[src/design/vscd_div.sv]
module vscd_div #(
    parameter int W = 27
) (
    input  logic         i_clk,
    input  logic         i_rst_n,
    input  logic         i_start,
    input  logic [W-1:0] i_num,
    input  logic [W-1:0] i_den,
    output logic         o_done,
    output logic [W-1:0] o_quot
);

    localparam int CW = $clog2(W + 1);

    logic          r_busy;
    logic          r_done;
    logic [CW-1:0] r_cnt;
    logic [W-1:0]  r_den;
    logic [W-1:0]  r_rem;
    logic [W-1:0]  r_q;
    logic [W:0]    trial;
    logic [W:0]    diff;
    logic          ge;

    assign trial = {r_rem, r_q[W-1]};
    assign ge    = trial >= {1'b0, r_den};
    assign diff  = trial - {1'b0, r_den};

    always_ff @(posedge i_clk) begin
        if (!i_rst_n) begin
            r_busy <= 1'b0;
            r_done <= 1'b0;
            r_cnt  <= '0;
        end else begin
            r_done <= 1'b0;
            if (i_start) begin
                r_busy <= 1'b1;
                r_cnt  <= CW'(W);
            end else if (r_busy) begin
                r_cnt <= r_cnt - CW'(1);
                if (r_cnt == CW'(1)) begin
                    r_busy <= 1'b0;
                    r_done <= 1'b1;
                end
            end
        end
    end

    always_ff @(posedge i_clk) begin
        if (i_start) begin
            r_rem <= '0;
            r_q   <= i_num;
            r_den <= i_den;
        end else if (r_busy) begin
            r_rem <= ge ? diff[W-1:0] : trial[W-1:0];
            r_q   <= {r_q[W-2:0], ge};
        end
    end

    assign o_done = r_done;
    assign o_quot = r_q;

endmodule
[config.mk]
export PLATFORM = sky130hd
export DESIGN_NAME = vscd_div
export DESIGN_NICKNAME = d
export VERILOG_FILES = /design/src/design/vscd_div.sv
export SDC_FILE = /design/constraint.sdc
export NUM_CORES = 1
export LEC_CHECK = 0
export ABC_CLOCK_PERIOD_IN_PS = 6900
export BUFFER_PORTS_ARGS = -buffer_cell sky130_fd_sc_hd__buf_2
export CORE_ASPECT_RATIO = 0.9
export CORE_MARGIN = 5
export CORE_UTILIZATION = 60
export CTS_BUF_LIST = sky130_fd_sc_hd__clkbuf_16
export DETAILED_ROUTE_END_ITERATION = 16
export PLACE_DENSITY_LB_ADDON = 0.3
export SYNTH_ARGS = -nofsm -noshare
export SYNTH_HDL_FRONTEND = slang
export SYNTH_SLANG_ARGS = --single-unit
[constraint.sdc]
create_clock -name i_clk -period 6.9 [get_ports i_clk]
set_input_delay 1.035 -clock i_clk [delete_from_list [all_inputs] [get_ports i_clk]]
set_output_delay 1.035 -clock i_clk [all_outputs]
set_load 0.005 [all_outputs]
### Word-level counts from Yosys, hierarchy flattened

Index checks and enable logic that the tools add are counted.

* divide/modulo/power cells: 0
* reduce and logical (&&, ||, !) cells: 3
* mux-type cells: 9
* shift-type cells: 0
* eq/ne operators: 1
* magnitude comparators: 1
* bitwise gates (word level): 2
* add/sub/neg operators: 2
* multiply operators: 0

Operators by type and width (count)
* $mux 27: 3
* $ge 28x27->1: 1
* $sub 27x27->27: 1
* $mux 5: 2
* $eq 5x1->1 const B: 1
* $sub 5x1->5 const B: 1
* $mux 1: 4
* $reduce_or 3->1: 1
* $not 1->1: 2
* $reduce_bool 2->1: 1
* $reduce_or 2->1: 1

* RAM bits: 0
* bits in registers: 88
* memories: 0
* memory bits (read-only): 0
* latch bits: 0
* bits of input ports: 57

### Longest topological paths before layout

* word-level depth: 4
* gate-level depth with buffers: 12
* depth with buffers taken out: 11

### Worst setup path before layout

OpenSTA, ideal clock, no wires.

* path type: in2reg
* start: in i_start
* end: reg r_q[0], in the netlist o_quot[0], enable pin
* arrival time: 2280 ps
* slack: 4238 ps
* data required time: 6518 ps
* setup time: 382 ps
* stages: 4
* path through: clkbuf_1 -> nor2_1 -> clkbuf_1 -> inv_1

* cells in the longest elaborated chain, start to end: 1

Ends and longest elaborated chain
* from (decl): line 6 `input logic i_start,`
* $reduce_bool 2->1 (no line)
* to (signal assigned): line 52 `r_q <= i_num;`
* to (signal assigned): line 56 `r_q <= {r_q[W-2:0], ge};`
* to (decl): line 20 `logic [W-1:0] r_q;`

No other way between the ends.
A chain may end at the register's enable or synchronous reset.

### Worst setup path in the final report

* start: in i_start
* end: reg r_q[13], in the netlist o_quot[13], enable pin

Same word-level chain as after synthesis.

==> results.md <==
* Status: completed
* Slew Viols, Final at 0
* Num ports at 85
* Largest cells by area after synthesis: edfxtp_1 (33%), dfxtp_1 (14%), ha_1 (7.4%)
* Cell taking the most area after synthesis: edfxtp_1
* EDFF count, synth at between 50 and 60
* RSZ-0062 raised after global routing: no
* Chip Width at 105 microns
* TritonCTS Buffers at 9
* Worst Skew at approximately 5.9 ps
* CTS-repair resized insts at 0
* Placed wire-length estimate at 7500 microns
* Clock sink count at just under 90
* Critical Path Max Stage Delay at 1070 ps
* Drt via density at 5.82
* Detailed-route via count at 3907
* Net Sw Frac at between 20 and 30%
* DRT antenna net count at 0
* Drt first pass iters at 5
* Worst skew pair latency at ~340 ps
* Fin Setup TNS at 0 ps
* Main flop type after synthesis: edfxtp_1
* Kind of critical path: in2reg
* Maximum clock frequency at between 0.2 and 0.3 GHz
* Final Util at around 70%
* 1st-iter DRT viols at 222
* Mean routed wirelength per cell at ~16 microns
* Fin. Hold Viols at 0
* Combinational share of power at 15.8%
* Non-filler cells, final at ~670
* Clock Pin Slew Worst Setup and Hold Paths at roughly 70 ps
* Overall power at between 1 and 1.5 mW
* Power Dens Cells at ~240 nW/um^2
* Antenna violations before repair at 0
* Routed wire length at between 10000 and 15000 microns
* Commonest non-fill, non-tap cell in the layout: buf_2
* Total of max-cap violations at 0
* Flop pwr share at a little under half
* Worst Setup Start Kind: input port
* CTS tree: done
* Largest net degree at the start of global routing at 76
* Cell Rows at 31
* Worst slew pin tran at around 1300 ps
* Final Critical Period at approximately 3600 ps
* Synth top area share at about a third
* Syn nets at roughly 580
* H-tree depth at 3
* Fill cell count at around 580
* Area Overhead vs Synth at 16.0%
* GRT Residual Overflow at 0
* Share of cells above drive strength 1 at a little under a quarter
* Inserted Diodes at 0
* Worst path cell trace: buf_2 > buf_4 > nor2_1 > inv_1
* Reg2reg setup slack at 3450 ps
* Hold Crit Class: reg2reg
* Ys Warns at 0
* Clk buf depth at 2
* CTS root buf: clkbuf_16
* Global-route wire length before repair at 17500 microns
* Lkg Pwr at 2.48 nW
* Asr flop ratio synth at 0%
* Psw at ~0.36 mW
* RePlAce Congestion at 0.914
* Worst-path cell with the longest stage delay: nor2_1
* Type of destination of the critical path: flop
* Die Area at ~10000 sq um
* Placed cell count at ~660
* Die extent in y at around 96 microns
* Final setup vio count at 0
* Unique cell type count in the Yosys netlist at 50
* Share of the yosys chip area belonging to registers at a little under half
* P_int at slightly above 1 mW
* Tcrit/Tclk final at about 52%
* DRC violations left at 0
* Avg Synthesized Cell Area at between 10 and 15 sq um
* Hold-fix buffers at CTS at 0
* Initial core utilization at roughly 61%
* Synth Instances at ~490
* Setup slack after layout at between 3000 and 4000 ps
* Mapped Area at 4920 sq um
* Post-CTS Setup Bufs at 0
* Seq cells post-synth at between 80 and 90
* Port bufs at 84
* Vias in the first global route at between 3000 and 4000
* # nets final at ~650
* Maximum vdd drop at ~140 uV
* Total global-route track usage at 21.6%
* Data arrival, critical path at 3480 ps
* Place WS at approximately 3000 ps
* Clock share of power at 38.9%
* Most frequent cells in the layout: buf_2 (84), edfxtp_1 (54), nor2_1 (50)
* Worst path required time at around 6800 ps
* Relative slew margins at about 15%
* CP Max Fanout at between 70 and 80
* Core area at ~8000 sq um
[critical path, delay by kind of cell]
family        cells  cell delay, ps
simple gates      1            1070
buf+inv           3            1340
[final timing paths]
check	startpoint	end	cells past startpoint
worst min register to register	r_rem[22]$_SDFFE_PP0P_	r_rem[22]$_SDFFE_PP0P_	2
worst max-delay path	i_start	o_quot[13]$_DFFE_PP_	4
worst min-delay path	r_rem[22]$_SDFFE_PP0P_	r_rem[22]$_SDFFE_PP0P_	2
worst max register to register	r_den[17]$_DFFE_PP_	r_rem[19]$_SDFFE_PP0P_	9
[sequential cells by signal (all words and copies together) (netlist names)]
register / cells
o_quot: 27
r_den: 27
r_rem: 27
r_cnt: 5
o_done: 1
r_busy: 1
[cell families after synthesis]
kind of cell | Yosys count | synth area share, %
AOI/OAI and AO/OA | 128 | 16.5
and+or+nand+nor | 126 | 11.6
DFF | 88 | 46.8
buffers and inverters | 57 | 4.78
muxes | 34 | 7.58
adders and majority gates | 30 | 7.78
xor gates and xnor gates | 28 | 4.98
[cells in the mapped netlist, types with 2 or more instances]
cell type	count
edfxtp_1	54
nor2_1	50
a21oi_1	43
inv_1	36
dfxtp_1	34
nand2_1	34
o21ai_0	32
ha_1	29
mux2_2	26
clkbuf_1	16
a211oi_1	15
xnor2_1	14
xor2_1	14
nor3_1	13
mux2i_1	8
a21o_1	7
nand4_1	7
nand2b_1	6
a32oi_1	4
nor2b_1	4
o21bai_1	4
o31ai_1	4
o211ai_1	3
a311oi_1	2
a41oi_1	2
and2_1	2
buf_2	2
buf_6	2
nand3_1	2
nor3b_1	2
[per-stage QoR]
stage / hold WS, ps / instance area, sq um
finish: 501 / 5710
global route: 520 / 5710
CTS: 495 / 5710
detailed placement: 443 / 5380
global placement: 430 / 5380
floorplan: 417 / 4920
[area by class of cell]
cell class                      instances  area [sq um]  area share [%]
Tap cell                               99           124            2.17
Clock inverter                          7           103            1.80
Multi-Input combinational cell        346          2380            41.8
Timing Repair Buffer                   86           435            7.63
Sequential cell                        88          2300            40.3
Clock buffer                            9           225            3.94
Inverter                               36           135            2.37
[power groups by stage]
stage	Sequential, mW	Combinational [mW]	Clock [mW]
global placement	0.632	0.207	0
CTS	0.624	0.217	0.544
detailed placement	0.634	0.214	0
floorplan	0.632	0.146	0
global route	0.627	0.243	0.570
finish	0.623	0.217	0.536
[metal layers]
| metal | global-route usage [%] | share of wire [%] |
|---|---|---|
| met1 | 27.6 | 43 |
| met2 | 36.0 | 50 |
| met3 | 4.90 | 5.1 |
| met4 | 8.31 | 2.1 |
| met5 | 0 | 0 |
No activity file was read; power rests on OpenSTA's default activity.
